$ cat src/hdl/b32e_pkg.sv
// Types, constants and the symbol alphabet of the Base32 stream encoder.
`timescale 1ns / 1ps
`default_nettype none

package b32e_pkg;

  localparam int SYM_W     = 5;
  localparam int CFG_IDX_W = 2;

  localparam logic [6:0] PAD_CHAR = 7'h3D;

  localparam logic [CFG_IDX_W-1:0] CFG_LOWER_CASE = 2'd0;
  localparam logic [CFG_IDX_W-1:0] CFG_PAD_ENABLE = 2'd1;

  typedef struct packed {
    logic [7:0] data_byte;
    logic       final_byte;
  } in_t;

  typedef struct packed {
    logic [6:0] char_code;
    logic       last_char;
  } out_t;

  // One classified byte: symbols to send, then pad characters.
  typedef struct packed {
    logic [2:0][SYM_W-1:0] sym;
    logic [1:0]            nsym;
    logic [2:0]            last_idx;
    logic                  fin;
  } job_t;

  // Map a 5-bit symbol value to its ASCII character.
  function automatic logic [6:0] sym_char(input logic [SYM_W-1:0] v, input logic lower);
    logic [6:0] base;
    base = lower ? 7'd97 : 7'd65;
    if (v < 5'd26) begin
      return base + {2'b00, v};
    end else begin
      return 7'd24 + {2'b00, v};
    end
  endfunction

endpackage

`default_nettype wire

$ cat src/hdl/b32e_front.sv
// Front end: tracks group position and carry, turns each byte into a job.
`timescale 1ns / 1ps
`default_nettype none

module b32e_front (
  input  wire logic          clk,
  input  wire logic          rst,
  input  wire logic          accept,
  input  wire b32e_pkg::in_t in_beat,
  input  wire logic          pad_enable,
  output b32e_pkg::job_t     job
);
  import b32e_pkg::*;

  logic [3:0]       carry_bits;
  logic [3:0]       carry_bits_next;
  logic [2:0]       group_position;
  logic [2:0]       group_position_next;
  logic [7:0]       b;
  logic [3:0]       nc;
  logic [SYM_W-1:0] s0;
  logic [SYM_W-1:0] s1;
  logic [SYM_W-1:0] flush;
  logic             has_flush;
  logic [1:0]       nsym;
  logic [2:0]       npad;
  logic [2:0]       pos_inc;
  logic [1:0]       nsym_all;
  logic [2:0]       pad_used;

  assign b = in_beat.data_byte;

  // Split the byte by its place in the five-byte group
  always_comb begin
    s1        = '0;
    has_flush = 1'b1;
    case (group_position)
      3'd1: begin
        s0 = {carry_bits[2:0], b[7:6]};
        s1 = b[5:1];
        nc = {3'b000, b[0]};
        flush = {b[0], 4'b0000};
        nsym = 2'd2; npad = 3'd4; pos_inc = 3'd2;
      end
      3'd2: begin
        s0 = {carry_bits[0], b[7:4]};
        nc = b[3:0];
        flush = {b[3:0], 1'b0};
        nsym = 2'd1; npad = 3'd3; pos_inc = 3'd3;
      end
      3'd3: begin
        s0 = {carry_bits[3:0], b[7]};
        s1 = b[6:2];
        nc = {2'b00, b[1:0]};
        flush = {b[1:0], 3'b000};
        nsym = 2'd2; npad = 3'd1; pos_inc = 3'd4;
      end
      3'd4: begin
        s0 = {carry_bits[1:0], b[7:5]};
        s1 = b[4:0];
        nc = 4'd0;
        flush = '0;
        has_flush = 1'b0;
        nsym = 2'd2; npad = 3'd0; pos_inc = 3'd0;
      end
      default: begin
        s0 = b[7:3];
        nc = {1'b0, b[2:0]};
        flush = {b[2:0], 2'b00};
        nsym = 2'd1; npad = 3'd6; pos_inc = 3'd1;
      end
    endcase
  end

  // Append any flush symbol, and padding if enabled, on the final byte
  always_comb begin
    job.sym[0] = s0;
    job.sym[1] = s1;
    job.sym[2] = flush;
    nsym_all   = nsym;
    pad_used   = 3'd0;
    if (in_beat.final_byte) begin
      if (has_flush) begin
        if (nsym == 2'd1) begin
          job.sym[1] = flush;
        end
        nsym_all = nsym + 2'd1;
      end
      if (pad_enable) begin
        pad_used = npad;
      end
    end
    job.nsym     = nsym_all;
    job.last_idx = {1'b0, nsym_all} + pad_used - 3'd1;
    job.fin      = in_beat.final_byte;
  end

  // Advance position and carry; restart after a final byte
  always_comb begin
    carry_bits_next     = carry_bits;
    group_position_next = group_position;
    if (accept) begin
      if (in_beat.final_byte) begin
        carry_bits_next     = '0;
        group_position_next = '0;
      end else begin
        carry_bits_next     = nc;
        group_position_next = pos_inc;
      end
    end
  end

  always_ff @(posedge clk) begin
    if (rst) begin
      carry_bits     <= '0;
      group_position <= '0;
    end else begin
      carry_bits     <= carry_bits_next;
      group_position <= group_position_next;
    end
  end

endmodule

`default_nettype wire

$ cat src/hdl/b32e_jobq.sv
// Two-entry job queue between the front end and the character sequencer.
`timescale 1ns / 1ps
`default_nettype none

module b32e_jobq (
  input  wire logic           clk,
  input  wire logic           rst,
  input  wire logic           wr,
  input  wire b32e_pkg::job_t wr_job,
  output logic                full,
  input  wire logic           rd,
  output b32e_pkg::job_t      head,
  output logic                avail
);
  import b32e_pkg::*;

  job_t       mem [2];
  logic       wr_ptr;
  logic       rd_ptr;
  logic [1:0] count;

  assign full  = (count == 2'd2);
  assign avail = (count != 2'd0);
  assign head  = mem[rd_ptr];

  // Store the job at the write pointer
  always_ff @(posedge clk) begin
    if (wr) begin
      mem[wr_ptr] <= wr_job;
    end
  end

  // Advance pointers and fill level
  always_ff @(posedge clk) begin
    if (rst) begin
      wr_ptr <= 1'b0;
      rd_ptr <= 1'b0;
      count  <= 2'd0;
    end else begin
      if (wr) begin
        wr_ptr <= ~wr_ptr;
      end
      if (rd) begin
        rd_ptr <= ~rd_ptr;
      end
      count <= count + {1'b0, wr} - {1'b0, rd};
    end
  end

endmodule

`default_nettype wire

$ cat src/hdl/b32e_back.sv
// Back end: job characters enter an output queue, one per cycle unless it is full.
`timescale 1ns / 1ps
`default_nettype none

module b32e_back (
  input  wire logic           clk,
  input  wire logic           rst,
  input  wire b32e_pkg::job_t job,
  input  wire logic           job_avail,
  output logic                job_done,
  input  wire logic           lower_case,
  input  wire logic           pop,
  output logic                empty,
  output b32e_pkg::out_t      out_data
);
  import b32e_pkg::*;

  out_t       oq [2];
  logic       oq_wr_ptr;
  logic       oq_rd_ptr;
  logic [1:0] oq_count;
  logic       oq_full;
  logic       emit;
  logic       oq_rd;
  logic [2:0] idx;
  logic [2:0] idx_next;
  logic       at_last;
  out_t       beat;

  assign oq_full  = (oq_count == 2'd2);
  assign empty    = (oq_count == 2'd0);
  assign oq_rd    = pop && !empty;
  assign out_data = oq[oq_rd_ptr];

  assign emit     = job_avail && !oq_full;
  assign at_last  = (idx == job.last_idx);
  assign job_done = emit && at_last;

  // Pick a symbol character or a pad character
  always_comb begin
    if (idx < {1'b0, job.nsym}) begin
      beat.char_code = sym_char(job.sym[idx[1:0]], lower_case);
    end else begin
      beat.char_code = PAD_CHAR;
    end
    beat.last_char = job.fin && at_last;
  end

  // Step through the job; restart at the next one
  always_comb begin
    idx_next = idx;
    if (emit) begin
      idx_next = at_last ? 3'd0 : idx + 3'd1;
    end
  end

  always_ff @(posedge clk) begin
    if (emit) begin
      oq[oq_wr_ptr] <= beat;
    end
  end

  always_ff @(posedge clk) begin
    if (rst) begin
      idx       <= 3'd0;
      oq_wr_ptr <= 1'b0;
      oq_rd_ptr <= 1'b0;
      oq_count  <= 2'd0;
    end else begin
      idx <= idx_next;
      if (emit) begin
        oq_wr_ptr <= ~oq_wr_ptr;
      end
      if (oq_rd) begin
        oq_rd_ptr <= ~oq_rd_ptr;
      end
      oq_count <= oq_count + {1'b0, emit} - {1'b0, oq_rd};
    end
  end

endmodule

`default_nettype wire

$ cat src/hdl/base32_stream_encoder.sv
// Data path: an accepted byte is registered as a job in the job queue, and the
// sequencer registers its characters in the output queue, one per cycle while a
// job waits and that queue has room. A byte gives 1 to 2 characters, a final byte
// up to 8 (flush plus padding); the job queue holds two bytes. Reset: synchronous,
// clears position, carry, both queues; lower_case returns to 0, pad_enable to 1.
`timescale 1ns / 1ps
`default_nettype none

module base32_stream_encoder (
  input  wire logic                              clk,
  input  wire logic                              rst,
  input  wire logic                              push,
  output logic                                   full,
  input  wire b32e_pkg::in_t                     in_data,
  input  wire logic                              pop,
  output logic                                   empty,
  output b32e_pkg::out_t                         out_data,
  input  wire logic                              cfg_valid,
  output logic                                   cfg_ready,
  input  wire logic [b32e_pkg::CFG_IDX_W-1:0]    cfg_index,
  input  wire logic                              cfg_data
);
  import b32e_pkg::*;

  logic lower_case;
  logic pad_enable;
  logic accept;
  job_t new_job;
  job_t head_job;
  logic job_avail;
  logic job_done;

  assign cfg_ready = 1'b1;
  assign accept    = push && !full;

  // Hold the configuration registers
  always_ff @(posedge clk) begin
    if (rst) begin
      lower_case <= 1'b0;
      pad_enable <= 1'b1;
    end else if (cfg_valid && cfg_ready) begin
      case (cfg_index)
        CFG_LOWER_CASE: lower_case <= cfg_data;
        CFG_PAD_ENABLE: pad_enable <= cfg_data;
        default: ;
      endcase
    end
  end

  b32e_front u_front (
    .clk        (clk),
    .rst        (rst),
    .accept     (accept),
    .in_beat    (in_data),
    .pad_enable (pad_enable),
    .job        (new_job)
  );

  b32e_jobq u_jobq (
    .clk    (clk),
    .rst    (rst),
    .wr     (accept),
    .wr_job (new_job),
    .full   (full),
    .rd     (job_done),
    .head   (head_job),
    .avail  (job_avail)
  );

  b32e_back u_back (
    .clk        (clk),
    .rst        (rst),
    .job        (head_job),
    .job_avail  (job_avail),
    .job_done   (job_done),
    .lower_case (lower_case),
    .pop        (pop),
    .empty      (empty),
    .out_data   (out_data)
  );

endmodule

`default_nettype wire

$ cat config.mk
export PLATFORM = sky130hd
export DESIGN_NAME = base32_stream_encoder
export DESIGN_NICKNAME = d
export VERILOG_FILES = /design/src/hdl/b32e_pkg.sv /design/src/hdl/b32e_front.sv /design/src/hdl/b32e_jobq.sv /design/src/hdl/b32e_back.sv /design/src/hdl/base32_stream_encoder.sv
export SDC_FILE = /design/constraint.sdc
export NUM_CORES = 1
export LEC_CHECK = 0
export BUFFER_PORTS_ARGS = -buffer_cell sky130_fd_sc_hd__buf_2
export CAP_MARGIN = 20
export CORE_UTILIZATION = 37
export DETAILED_ROUTE_END_ITERATION = 8
export PLACE_DENSITY = 0.62
export SLEW_MARGIN = 15
export SYNTH_ARGS = -nofsm -noshare
export SYNTH_HDL_FRONTEND = slang
export SYNTH_HIERARCHICAL = 1
export SYNTH_SLANG_ARGS = --single-unit
$ cat constraint.sdc
create_clock -name clk -period 2.95 [get_ports clk]
set_clock_uncertainty 0.1 [all_clocks]
set_input_delay 0.295 -clock clk [delete_from_list [all_inputs] [get_ports clk]]
set_output_delay 0.295 -clock clk [all_outputs]
set_load 0.1 [all_outputs]
==> impl_metrics.yaml <==
power_and_ir_drop:
  p_leak_nw: 1.86
  p_per_area_nw_per_um2: 967
  ir_drop_v: 0.000606
clock_tree:
  clock_path_buffers: 2
  numCtsBuffers: 9
  cts_resized: 0
  post_cts.repair.setup_buffers: 0
  numClockSinks: 80
  path_clk_slew_ns: 0.06
  tritoncts: "done"
  hold_buffers: 0
  cts-root-buf: "clkbuf_16"
  h-tree-depth: 3
  clk_latency_ns: 0.33
setup_path:
  timing.rr.end: "u_jobq/mem[1][3]$_DFFE_PP_"
  setup.worst_path.start_class: "flop"
  worstPathRequired_ns: 2.92
  rr_startpoint: "u_front/group_position[0]$_SDFFE_PP0P_"
  reg2regPathDepth: 10
  worstSetupPathType: "flop to flop"
  arrival_ns: 2.50
  worstPathMaxFanout: 7
  regToRegSetupSlack_ns: 0.42
  endpoint_kind: "flop"
synthesis:
  async_reset_ff_share_pct: 0
  postSynthAreaPerCell_sq_um: 12.5
  syn_area_sq_um: 4340
  synth-simple-area-share_pct: 11.4
  synth_nets: 376
  synthMuxAreaShare_pct: 16.1
  yosys_warnings: 6
  yosysUniqueCellTypes: 64
  synth_top_family_by_area: "multiplexers"
  ys.flop_type: "edfxtp_1"
  synth_edf_count: 58
  synthAdderAreaFrac_pct: 3.75
  seq_area_frac_synth_pct: 50.3
  synth-seq-cells: 80
  synthXorXnorAreaFrac_pct: 3.75
  synth_cells: 346
  synth_compound_area_share_pct: 9.41
sta:
  finalCriticalPeriod_ns: 2.53
  setup_viol: 0
  slew_viol_final: 0
  setup_ws_ns: 0.417
  slew_headroom_pct: 54.3
  setup_tns_ns: 0
  rsz0062_at_grt: "false"
  whs_ns: 0.128
  fmax_mhz: 395
  max_slew.worst_pin.slew_ns: 0.683
  hold_viol: 0
  period_share_pct: 85.9
drt:
  drc: 0
  dr.pass1.iters: 4
  drt-total-wl_microns: 7440
  detail-route-antenna-nets: 0
  vias_per_cell: 5.02
  num_vias: 2599
  wire_per_inst_microns: 14.4
  drtIter0Drc: 57
finish:
  drive_above_1_share_pct: 26.9
  layout.nets: 400
  layout_commonest_cell: "edfxtp_1"
  antennaDiodeCount: 0
  syn_to_final_growth_pct: 12.1
  mostFrequentLayoutCells: "58 x edfxtp_1, 26 x buf_2, 22 x nor2_1, 22 x dfxtp_1, 20 x mux2_4"
min_path:
  hold_depth: 3
  hold_path.startpoint: "cfg_data"
  hold_path_end: "pad_enable$_SDFFE_PP1P_"
  hold_path.class: "input port to flop"
die:
  core_sq_um: 11400
  start_util_pct: 38.0
  die_h_microns: 110
  rows: 39
  dieArea_sq_um: 12200
  fp.dieW_microns: 110
  io_pins: 28
placed_design:
  dp_hpwl_microns: 5250
  portBuffers: 26
  post-place-ws_ns: 0.438
  place_congestion: 0.777
grt:
  grt_antenna_before_repair: 0
  grt_max_degree: 27
  first_global_vias: 2477
  grt.overflow.total: 0
  grt_pass1_wl_microns: 12300
  grt_use_total_pct: 13.4
run_status:
  status: "complete, no violations"
flow_run:
  cap_violations: 0
==> power by group <==
group	leakage, nW	switching [mW]	total, mW	internal [mW]
combinational	0.996	1.28	1.96	0.681
clock	0.139	0.462	1.05	0.586
sequential	0.723	0.121	1.69	1.57
==> final cells by class <==
class,count,area (sq um)
clock buffer,9,225
clock inverter,7,60.1
fill,1084,6560
inverter,17,76.3
multi-input combinational,228,1940
sequential,80,2180
tap,143,179
timing repair buffer,34,203
==> registers in the layout, indices dropped and copies added (netlist names), named ones only <==
signal                  cells
u_back/idx                  3
u_front/carry_bits          4
u_jobq/count                2
lower_case                  1
u_back/oq_rd_ptr            1
u_back/oq_count             2
u_back/oq_wr_ptr            1
u_jobq/rd_ptr               1
u_front/group_position      3
u_jobq/wr_ptr               1
u_jobq/mem                 42
pad_enable                  1
u_back/oq                  16
==> critical path, cell delays in order (launching register included) <==
cell      delay [ns]
dfxtp_1         0.30
or3b_1          0.55
clkinv_8        0.12
a21oi_1         0.06
ha_1            0.30
o21a_1          0.17
ha_1            0.18
inv_1           0.05
ha_1            0.14
xor2_1          0.18
xnor2_1         0.11
==> logic make-up (layout without fill, tap and decap cells) <==
kind of cell / after synthesis / after routing
fa+ha+maj: 13 / 13
xor+xnor: 17 / 17
buf+inv: 38 / 67
other cells: 2 / 2
simple gates: 90 / 90
flops: 80 / 80
mux: 53 / 53
compound gates: 53 / 53
==> per-stage QoR <==
stage | instance area, sq um | util [%] | std cells | total power, mW
floorplan | 4340 | - | 346 | 3.39
global placement | 4580 | 40.1 | 502 | 3.65
detailed placement | 4580 | 40.1 | 502 | 3.69
CTS | 4860 | 42.6 | 518 | 4.76
global route | 4860 | 42.6 | 518 | 4.97
finish | 4860 | 42.6 | 518 | 4.70
==> metal layers <==
layer  vias up  GRT usage [%]  part of all wire [%]
met5         -              0                     0
met1      1246           17.7                    49
met4         0           3.10                  0.69
met3         5           3.82                   3.5
met2        38           21.7                    47
li1       1310              -                     -
==> worst max path at each step <==
stage                                           start                            end  slack (ns)
3_5_place_dp   u_front/group_position[0]$_SDFFE_PP0P_     u_jobq/mem[0][3]$_DFFE_PP_        0.44
6_report       u_front/group_position[0]$_SDFFE_PP0P_     u_jobq/mem[1][3]$_DFFE_PP_        0.42
3_3_place_gp   u_front/group_position[0]$_SDFFE_PP0P_     u_jobq/mem[0][3]$_DFFE_PP_        0.50
4_1_cts        u_front/group_position[2]$_SDFFE_PP0P_     u_jobq/mem[1][3]$_DFFE_PP_        0.40
5_1_grt        u_front/group_position[2]$_SDFFE_PP0P_     u_jobq/mem[1][3]$_DFFE_PP_        0.26
2_1_floorplan           u_back/oq_count[0]$_SDFF_PP0_  u_back/oq_count[1]$_SDFF_PP0_        0.05
==> cell usage after synthesis (all sizes together) (3+ instances only) <==
cell / number / share of area (%)
ha: 13 / 3.8
nor2: 24 / 2.2
inv: 16 / 1.4
a221o: 3 / 0.69
o211ai: 4 / 0.69
o21ai: 12 / 2.0
a21oi: 10 / 1.2
dfxtp: 22 / 10
nand3: 6 / 0.69
mux2: 30 / 9.5
and2: 3 / 0.43
nand2b: 9 / 1.3
nor2b: 14 / 2.2
clkbuf: 4 / 0.35
buf: 17 / 3.0
mux2i: 19 / 4.4
nand2: 14 / 1.2
mux4: 4 / 2.2
edfxtp: 58 / 40
nand4: 4 / 0.58
o2bb2ai: 4 / 0.95
o211a: 3 / 0.69
xnor2: 14 / 2.8
(Power assumes the default switching activity.)
